--- config.mk ---
export PLATFORM = sky130hd
export DESIGN_NAME = iss_ffs
export DESIGN_NICKNAME = d
export VERILOG_FILES = /design/src/hw/rtl/integer_set_successor_macros.svh /design/src/hw/rtl/iss_pkg.sv /design/src/hw/rtl/iss_ffs.sv
export SDC_FILE = /design/constraint.sdc
export NUM_CORES = 1
export LEC_CHECK = 0
export BUFFER_PORTS_ARGS = -buffer_cell sky130_fd_sc_hd__buf_2
export CAP_MARGIN = 20
export CORE_MARGIN = 3
export CORE_UTILIZATION = 33
export DETAILED_ROUTE_END_ITERATION = 12
export GPL_ROUTABILITY_DRIVEN = 1
export SLEW_MARGIN = 10
export SYNTH_ARGS = -nofsm -noshare
export SYNTH_HDL_FRONTEND = slang
export SYNTH_SLANG_ARGS = --single-unit
--- constraint.sdc ---
create_clock -name vclk -period 3.7
set_input_delay 0.74 -clock vclk [all_inputs]
set_output_delay 0.74 -clock vclk [all_outputs]
set_load 0.005 [all_outputs]
--- src/hw/rtl/integer_set_successor_macros.svh ---
// Assertion macros shared by the integer set successor RTL.
`ifndef INTEGER_SET_SUCCESSOR_MACROS_SVH
`define INTEGER_SET_SUCCESSOR_MACROS_SVH

// Same-cycle implication, sampled on clk, off during reset.
`define ISS_ASSERT_NOW(label, ante, cons, msg) \
	label: assert property (@(posedge clk) disable iff (!arst_n) (ante) |-> (cons)) \
		else $error(msg);

// Next-cycle implication, sampled on clk, off during reset.
`define ISS_ASSERT_NEXT(label, ante, cons, msg) \
	label: assert property (@(posedge clk) disable iff (!arst_n) (ante) |=> (cons)) \
		else $error(msg);

`endif

--- src/hw/rtl/iss_pkg.sv ---
// Package with types and constants of the integer set successor block.
`default_nettype none

package iss_pkg;

	localparam int KEY_BITS_DEF = 16;
	localparam int OPCODE_W     = 2;
	localparam int KEY_W        = 16;
	localparam int NEXT_W       = 17;
	localparam int WORD_W       = 64;
	localparam int POS_W        = 6;
	localparam int S_DATA_W     = 24;
	localparam int M_DATA_W     = 24;

	typedef enum logic [OPCODE_W-1:0] {
		OP_INSERT = 2'd0,
		OP_TEST   = 2'd1,
		OP_SEARCH = 2'd2,
		OP_NONE   = 2'd3
	} opcode_t;

	typedef enum logic [2:0] {
		ST_IDLE,
		ST_WORD,
		ST_L1,
		ST_L2,
		ST_RD,
		ST_OUT
	} state_t;

endpackage

`default_nettype wire

--- src/hw/rtl/iss_ffs.sv ---
// Shared find-first-set unit: lowest set bit at or above a start position.
`default_nettype none

module iss_ffs (
	input  wire logic [iss_pkg::WORD_W-1:0] vec,
	input  wire logic [iss_pkg::POS_W-1:0]  pos,
	output logic                            hit,
	output logic      [iss_pkg::POS_W-1:0]  idx
);

	logic [iss_pkg::WORD_W-1:0] masked;
	logic [iss_pkg::WORD_W-1:0] lowest;

	always_comb begin
		masked = vec & ({iss_pkg::WORD_W{1'b1}} << pos);
		lowest = masked & (~masked + iss_pkg::WORD_W'(1));
		hit    = |masked;
		idx    = '0;
		for (int b = 0; b < iss_pkg::POS_W; b++) begin
			for (int j = 0; j < iss_pkg::WORD_W; j++) begin
				if (((j >> b) & 1) == 1) begin
					idx[b] = idx[b] | lowest[j];
				end
			end
		end
	end

endmodule

`default_nettype wire

==> flow_summary.toml, run 1 <==
[run_status]
status = "complete, but fails checks"
violations = "setup timing"

[yosys]
seq_area_frac_synth_pct = 0
ys_warn_count = 0
postSynthCellCount = 437
synth.most_common_cell = "nand2_1"
syn-num-nets = 507
synth_top_area_share_pct = 6.32
ys_types = 90
synth_commonest_cells = "47 x nand2_1, 42 x nor2_1, 32 x a21oi_1"
synth_area_per_cell_um2 = 6.39
synthTopCellsByArea = "nand2_1 6.3%, a21oi_1 5.7%, buf_6 5.6%"
synth_area_um2 = 2790
yosysTopAreaCell = "nand2_1"

[global_routing]
antenna_found_initial = 0
grt_max_degree = 19
grt_pass1_wl_um = 24000
grt_pass1_vias = 4754
grt_use_total_pct = 30.4
grt_overflow_total = 0

[flow_run]
cap_violations = 0

[layout]
nClkBuffers = 0
drive_above_1_share_pct = 54.0
fin_area_um2 = 5190
fill_cells = 724
seq_cells = 0
area_delta_synth_final_pct = 85.9
layout.area.seq_um2 = 0
n_antenna_cell = 0
nets = 763

[power_and_ir_drop]
pwr-share-seq_pct = 0
comb_power_share_pct = 100.0
totalPowerFinal_mw = 0.666
clockPowerShare_pct = 0
power_switching_mw = 0.337
p_leak_nw = 2.35
power.share.switching_pct = 50.6
power_density_nw_per_um2 = 128
p_int_mw = 0.329
ir_drop_v = 0.0000692

[die]
dieArea_um2 = 9600
initial_core_util_pct = 35.0
fp.dieH_um = 98.0
ioPinCount = 77
core_area_um2 = 7970
die_x_um = 98.0
rows = 32

[detailed_routing]
wl_per_cell_um = 19.5
first_pass_iters = 5
drt-total-wl_um = 15500
via_count = 4862
drtAntennaViolNets = 0
drc = 0
via_per_inst = 6.13
initialDrtViolationCount = 420

[sta]
final.period_utilization_pct = 108
slew_headroom_pct = 65.6
worstMarginPinSlew_ns = 0.511
setup_viol = 6
fin_ws_ns = -0.295
hold_violations = 0
whs_ns = 1.84
report.final.slew_viol_count = 0
fin_tns_setup_ns = -1.12
period_needed_ns = 4.00
max_freq_ghz = 0.250
rsz0062_at_grt = "yes"

[critical_path]
cpLargestDelayFamily = "simple AND/OR/NAND/NOR gates"
arrival_ns = 3.26
crit_type = "input pin to output port"
endpoint = "idx[2]"
crit_path_start_kind = "input pin"
worst-path-stages = 13
slowest_delay_ns = 0.49
cp_num_buf_inv = 4
required_ns = 2.96
path_max_fanout = 9
critPathSlowestCell = "or4bb_1"
setup.worst_path.start = "pos[4]"
end_kind = "output port"
crit_top_cell = "buf_4"
crit_path_cell_trace = "buf_6 > buf_4 > o2bb2ai_1 > a31o_1 > a221oi_4 > buf_4 > nor2_4 > nand4_4 > or4b_4 > a21oi_2 > or4bb_1 > or4_1 > buf_2"

[worst_hold_path]
hold_path_startpoint = "vec[63]"
hp-class = "input pin to output port"

[placed_design]
gp_congestion = 0.943
numPortBuffers = 77
hpwl_um = 12200
placed_area_um2 = 4380

[cts]
hold_buffers = 0
-- cells in the final DEF, fill, tap and decap left out, types with 5 or more instances in the layout --
| cell type | synthesis | final |
|---|---|---|
| a21o_1 | 5 | 5 |
| a21oi_1 | 32 | 25 |
| a21oi_2 | 1 | 7 |
| a31oi_1 | 7 | 6 |
| and3_1 | 6 | 6 |
| buf_2 | 8 | 72 |
| buf_4 | 4 | 188 |
| buf_6 | 14 | 17 |
| nand2_1 | 47 | 44 |
| nand2_2 | 2 | 5 |
| nand2b_1 | 8 | 6 |
| nand3_1 | 31 | 27 |
| nand4_1 | 13 | 13 |
| nor2_1 | 42 | 37 |
| nor2b_1 | 10 | 9 |
| nor3_1 | 22 | 15 |
| nor3_2 | 3 | 5 |
| nor3_4 | 0 | 5 |
| o211ai_1 | 8 | 8 |
| o21a_1 | 10 | 10 |
| o21ai_0 | 31 | 23 |
| o21ai_1 | 3 | 9 |
| o22ai_1 | 5 | 5 |
-- cell type report --
cell class | count | area, um2 | area share, %
timing repair buffer | 283 | 2070 | 40.0
tap | 102 | 128 | 2.46
inverter | 5 | 22.5 | 0.434
multi-input combinational | 403 | 2970 | 57.1
-- cell families after synthesis --
logic type,count (synthesis),share of synthesized area (%)
AND/OR/NAND/NOR,233,46.2
AO/OA/AOI/OAI,170,44.6
buffers and inverters,34,9.23
-- power by group through the flow --
stage	Combinational, mW	Clock [mW]	Sequential [mW]
after floorplan	0.259	0	0
after global placement	0.525	0	0
after detailed placement	0.533	0	0
after CTS	0.619	0	0
after global routing	0.708	0	0
final	0.666	0	0
-- metrics by stage --
| stage | utilization, % | std cells | worst slack, ns |
|---|---|---|---|
| 2_1_floorplan | - | 437 | -0.0281 |
| 3_3_place_gp | 54.9 | 760 | -0.393 |
| 3_5_place_dp | 54.9 | 760 | -0.439 |
| 4_1_cts | 63.0 | 787 | -0.269 |
| 5_1_grt | 65.1 | 793 | -0.383 |
| 6_report | 65.1 | 793 | -0.295 |
-- worst min path at each step --
stage | cells past startpoint | end | slack (ns)
CTS | 4 | hit | 1.84
global placement | 4 | hit | 1.87
detailed placement | 4 | hit | 1.84
global route | 4 | hit | 1.87
floorplan | 2 | hit | 1.58
finish | 4 | hit | 1.84
-- repair_timing --
item,in CTS,in global routing
setup buffers,26,7
pin swaps,39,23
gates cloned,1,0
gates resized for setup,96,27
endpoints found under the setup margin,7,7
hold endpoints to repair,0,0
-- metal layers --
metal | global-route usage [%] | wire, um | vias to the layer above
li1 | - | - | 2236
met1 | 36.2 | 5810 | 2242
met2 | 53.0 | 7450 | 308
met3 | 3.00 | 1200 | 76
met4 | 17.5 | 989 | 0
met5 | 0 | 0 | -
Power figures use the tool's default switching activity.
==> run 2, diff against run 1 <==
--- a/config.mk
+++ b/config.mk
@@ -5,12 +5,14 @@
 export SDC_FILE = /design/constraint.sdc
 export NUM_CORES = 1
 export LEC_CHECK = 0
+export ABC_AREA = 1
 export BUFFER_PORTS_ARGS = -buffer_cell sky130_fd_sc_hd__buf_2
 export CAP_MARGIN = 20
 export CORE_MARGIN = 3
-export CORE_UTILIZATION = 33
+export CORE_UTILIZATION = 45
 export DETAILED_ROUTE_END_ITERATION = 12
 export GPL_ROUTABILITY_DRIVEN = 1
+export PLACE_DENSITY = 0.72
 export SLEW_MARGIN = 10
 export SYNTH_ARGS = -nofsm -noshare
 export SYNTH_HDL_FRONTEND = slang
==> flow_summary.toml, run 2 <==
[run_status]
status = "completed"

[sta]
whs_ns = 1.80
final.period_utilization_pct = 97.0
max_freq_ghz = 0.279
report.final.slew_viol_count = 0
hold_violations = 0
period_needed_ns = 3.59
slew_headroom_pct = 68.4
setup_viol = 0
worstMarginPinSlew_ns = 0.470

[critical_path]
path_max_fanout = 10
crit_type = "input pin to output port"
crit_path_cell_trace = "clkbuf_4 > nor2_4 > nand2_1 > nand2_2 > nand2_1 > nand2_1 > inv_1 > nand2_1 > nor2_1 > nand2_1 > nor2_2 > buf_4 > nand2_1 > nand2_1 > nand3b_1 > nor2_1 > nand3_1 > buf_2"
required_ns = 2.96
slowest_delay_ns = 0.25
cp_num_buf_inv = 4
end_kind = "output port"
crit_path_start_kind = "input pin"
cpLargestDelayFamily = "simple AND/OR/NAND/NOR gates"
critPathSlowestCell = "nor2_4"
arrival_ns = 2.85
crit_top_cell = "nand2_1"

[yosys]
synth_top_area_share_pct = 31.8
synth_area_um2 = 3200
seq_area_frac_synth_pct = 0
synth.most_common_cell = "nand2_1"
ys_warn_count = 0
synthTopCellsByArea = "nand2_1 32%, nor2_1 21%, nand3_1 12%"
synth_area_per_cell_um2 = 4.35
postSynthCellCount = 736
ys_types = 28
yosysTopAreaCell = "nand2_1"
syn-num-nets = 806
synth_commonest_cells = "271 x nand2_1, 175 x nor2_1, 88 x inv_1"

[worst_hold_path]
min_path_cells = 4
hp-class = "input pin to output port"
hold_path_startpoint = "vec[63]"
whs_endpoint = "hit"

[global_routing]
grt_use_total_pct = 33.4
grt_pass1_wl_um = 22600
grt_pass1_vias = 4707
antenna_found_initial = 0
grt_overflow_total = 0
grt_max_degree = 22

[power_and_ir_drop]
power.share.switching_pct = 66.6
comb_power_share_pct = 100.0
totalPowerFinal_mw = 0.500
clockPowerShare_pct = 0
p_leak_nw = 2.57
ir_drop_v = 0.0000854
pwr-share-seq_pct = 0
power_density_nw_per_um2 = 126
p_int_mw = 0.167
power_switching_mw = 0.333

[placed_design]
gp_congestion = 1.11
hpwl_um = 11900
numPortBuffers = 77

[detailed_routing]
via_per_inst = 5.52
drt-total-wl_um = 14100
wl_per_cell_um = 15.3
first_pass_iters = 6
initialDrtViolationCount = 601
drtAntennaViolNets = 0
via_count = 5107
drc = 0

[layout]
n_antenna_cell = 0
drive_above_1_share_pct = 20.1
seq_cells = 0
area_delta_synth_final_pct = 23.5
layout.cells.most_common_list = "264 x nand2_1, 164 x nor2_1, 87 x inv_1, 74 x nand3_1, 73 x buf_2"
nets = 901
fill_cells = 748
final_common_cell = "nand2_1"
layout.area.seq_um2 = 0
nClkBuffers = 0

[die]
initial_core_util_pct = 46.9
rows = 30
die_x_um = 90.4
fp.dieH_um = 90.4
dieArea_um2 = 8160
core_area_um2 = 6830
ioPinCount = 77

[cts]
hold_buffers = 0

[flow_run]
cap_violations = 0
run 2: layout make-up:
type	count	area, um2	share of cell area [%]
Inverter	92	354	8.96
Multi-Input combinational cell	633	2870	72.5
Tap cell	96	120	3.04
Timing Repair Buffer	104	614	15.5
run 2: power groups by stage:
stage	Combinational, mW	Clock, mW	Sequential [mW]
2_1_floorplan	0.300	0	0
3_3_place_gp	0.459	0	0
3_5_place_dp	0.455	0	0
4_1_cts	0.459	0	0
5_1_grt	0.551	0	0
6_report	0.500	0	0
run 2: worst min-delay path, delay by kind of cell:
| kind | cells | cell delay [ns] |
|---|---|---|
| and+or+nand+nor | 2 | 0.12 |
| buffers and inverters | 2 | 0.20 |
run 2: layer usage:
layer,GRT usage (%),routed length (um)
met5,0,0
met1,43.9,5620
met4,15.1,627
met3,2.92,1540
met2,55.2,6330
run 2: logic make-up (layout without fill, tap and decap cells):
group | after synthesis | after routing | synth area share (%)
AO/OA/AOI/OAI | 25 | 25 | 4.57
buffers and inverters | 103 | 196 | 13.5
AND/OR/NAND/NOR | 608 | 608 | 81.9
run 2: repair_timing:
item,in CTS,in global routing
setup buffers,0,7
pin swaps,0,6
setup endpoints to repair,5,6
resized for setup,1,36
run 2: how the worst max path moves through the flow:
stage | startpoint | to | slack [ns] | depth (start not counted)
2_1_floorplan | pos[1] | idx[1] | 0.73 | 17
3_3_place_gp | pos[1] | idx[1] | -0.06 | 17
3_5_place_dp | pos[1] | idx[1] | -0.04 | 17
4_1_cts | pos[1] | idx[5] | 0.01 | 17
5_1_grt | pos[1] | idx[4] | -0.02 | 19
6_report | pos[1] | idx[2] | 0.11 | 18
run 2: metrics by stage:
step	util, %	instance area [um2]	instances	setup TNS [ns]	worst slack [ns]
6_report	57.9	3950	925	0	0.111
5_1_grt	57.9	3950	925	-0.0549	-0.0215
4_1_cts	55.3	3780	918	0	0.00965
3_5_place_dp	55.2	3770	918	-0.157	-0.0428
3_3_place_gp	55.2	3770	918	-0.259	-0.0610
2_1_floorplan	-	3200	736	0	0.730
==> run 3, diff against run 2 <==
--- a/config.mk
+++ b/config.mk
@@ -6,13 +6,13 @@
 export NUM_CORES = 1
 export LEC_CHECK = 0
 export ABC_AREA = 1
-export BUFFER_PORTS_ARGS = -buffer_cell sky130_fd_sc_hd__buf_2
+export BUFFER_PORTS_ARGS = -buffer_cell sky130_fd_sc_hd__clkbuf_2
 export CAP_MARGIN = 20
 export CORE_MARGIN = 3
 export CORE_UTILIZATION = 45
 export DETAILED_ROUTE_END_ITERATION = 12
 export GPL_ROUTABILITY_DRIVEN = 1
-export PLACE_DENSITY = 0.72
+export PLACE_DENSITY_LB_ADDON = 0.2
 export SLEW_MARGIN = 10
 export SYNTH_ARGS = -nofsm -noshare
 export SYNTH_HDL_FRONTEND = slang
==> flow_summary.toml, run 3 (same netlist as run 2, synthesis figures left out) <==
[global_routing]
grt_pass1_wl_um = 23500
grt_pass1_vias = 4802
grt_overflow_total = 0
grt_use_total_pct = 35.3
grt_max_degree = 35
antenna_found_initial = 0

[flow_run]
cap_violations = 0

[placed_design]
numPortBuffers = 77
pre_cts_ws_ns = 0.0311
placed_area_um2 = 3980
hpwl_um = 13100
gp_congestion = 1.19

[sta]
worstMarginPinSlew_ns = 0.353
fin_tns_setup_ns = 0
final.period_utilization_pct = 97.8
period_needed_ns = 3.62
slew_headroom_pct = 76.2
setup_viol = 0
report.final.slew_viol_count = 0
max_freq_ghz = 0.276
rsz0062_at_grt = "yes"
hold_violations = 0
fin_ws_ns = 0.0800

[worst_hold_path]
min_path_cells = 4
hp-class = "input pin to output port"

[die]
rows = 30
fp.dieH_um = 90.4
ioPinCount = 77
initial_core_util_pct = 46.9
die_x_um = 90.4
core_area_um2 = 6830
dieArea_um2 = 8160

[critical_path]
cpLargestDelayFamily = "simple AND/OR/NAND/NOR gates"
crit_path_start_kind = "input pin"
crit_type = "input pin to output port"
required_ns = 2.96
slowest_delay_ns = 0.23
cp_num_buf_inv = 4
worst-path-stages = 17
arrival_ns = 2.88
crit_path_cell_trace = "clkbuf_2 > buf_6 > nor2_4 > nand4_1 > nand2_1 > nor2_1 > nand2_2 > nor2_1 > nand2_2 > inv_1 > nand3_1 > nand2_1 > nor2_2 > nand2_1 > nor2_1 > nand2_1 > clkbuf_2"
crit_top_cell = "nand2_1"
critPathSlowestCell = "nand4_1"
end_kind = "output port"
path_max_fanout = 9

[run_status]
status = "completed"

[layout]
layout.cells.most_common_list = "265 x nand2_1, 161 x nor2_1, 88 x inv_1, 74 x clkbuf_2, 71 x nand3_1"
area_delta_synth_final_pct = 30.2
nClkBuffers = 0
final_common_cell = "nand2_1"
n_antenna_cell = 0
layout.area.seq_um2 = 0
seq_cells = 0
nets = 925
fin_area_um2 = 4170
drive_above_1_share_pct = 22.7

[detailed_routing]
drtAntennaViolNets = 0
via_count = 5314
initialDrtViolationCount = 498
drc = 0
wl_per_cell_um = 16.2
drt-total-wl_um = 15400
via_per_inst = 5.60
first_pass_iters = 6

[power_and_ir_drop]
power_density_nw_per_um2 = 130
ir_drop_v = 0.0000822
p_leak_nw = 2.71
totalPowerFinal_mw = 0.542

[cts]
hold_buffers = 0
run 3: cell types whose count changed in the layout (fill, tap and decap cells not counted), moves of 3 or more:
| cell | delta |
|---|---|
| nand3_2 | +3 |
| nor2_4 | +3 |
| buf_4 | +22 |
| nand3_1 | -3 |
| buf_2 | -73 |
| clkbuf_2 | +74 |
| clkbuf_4 | -3 |
| nor2_1 | -3 |
run 3: worst min-delay path: stages:
cell and delay [ns]:
clkbuf_2 0.09, nor3_1 0.05, nand4_1 0.08, clkbuf_2 0.11
run 3: stage by stage:
step	cells	hold slack (ns)	utilization (%)
after floorplan	736	1.60	-
after global placement	943	1.80	58.3
after detailed placement	943	1.81	58.3
after CTS	943	1.81	58.3
after global routing	949	1.85	61.0
final	949	1.81	61.0
run 3: power by group:
group | internal [mW] | switching [mW] | leakage, nW
clock | 0 | 0 | 0
combinational | 0.189 | 0.353 | 2.71
sequential | 0 | 0 | 0
total | 0.189 | 0.353 | 2.71
run 3: repair_timing:
item,4_1_cts,5_1_grt
gates resized for setup,0,46
setup buffers,0,5
endpoints found under the setup margin,0,6
run 3: cell type report:
cell class | instances | area (um2)
well taps | 96 | 120
fillers | 770 | 2660
inverters | 92 | 348
repair buffers | 127 | 805
multi-input cells | 634 | 2900
run 3: final timing paths:
path,start,endpoint,slack [ns]
worst max-delay path,pos[4],idx[1],0.08
worst min-delay path,vec[63],hit,1.81
run 3: layer usage:
metal	routed length, um	up-vias	GRT usage, %
li1	-	2550	-
met5	0	-	0
met4	952	0	18.8
met1	5970	2330	44.7
met2	6860	374	59.4
met3	1600	60	2.92
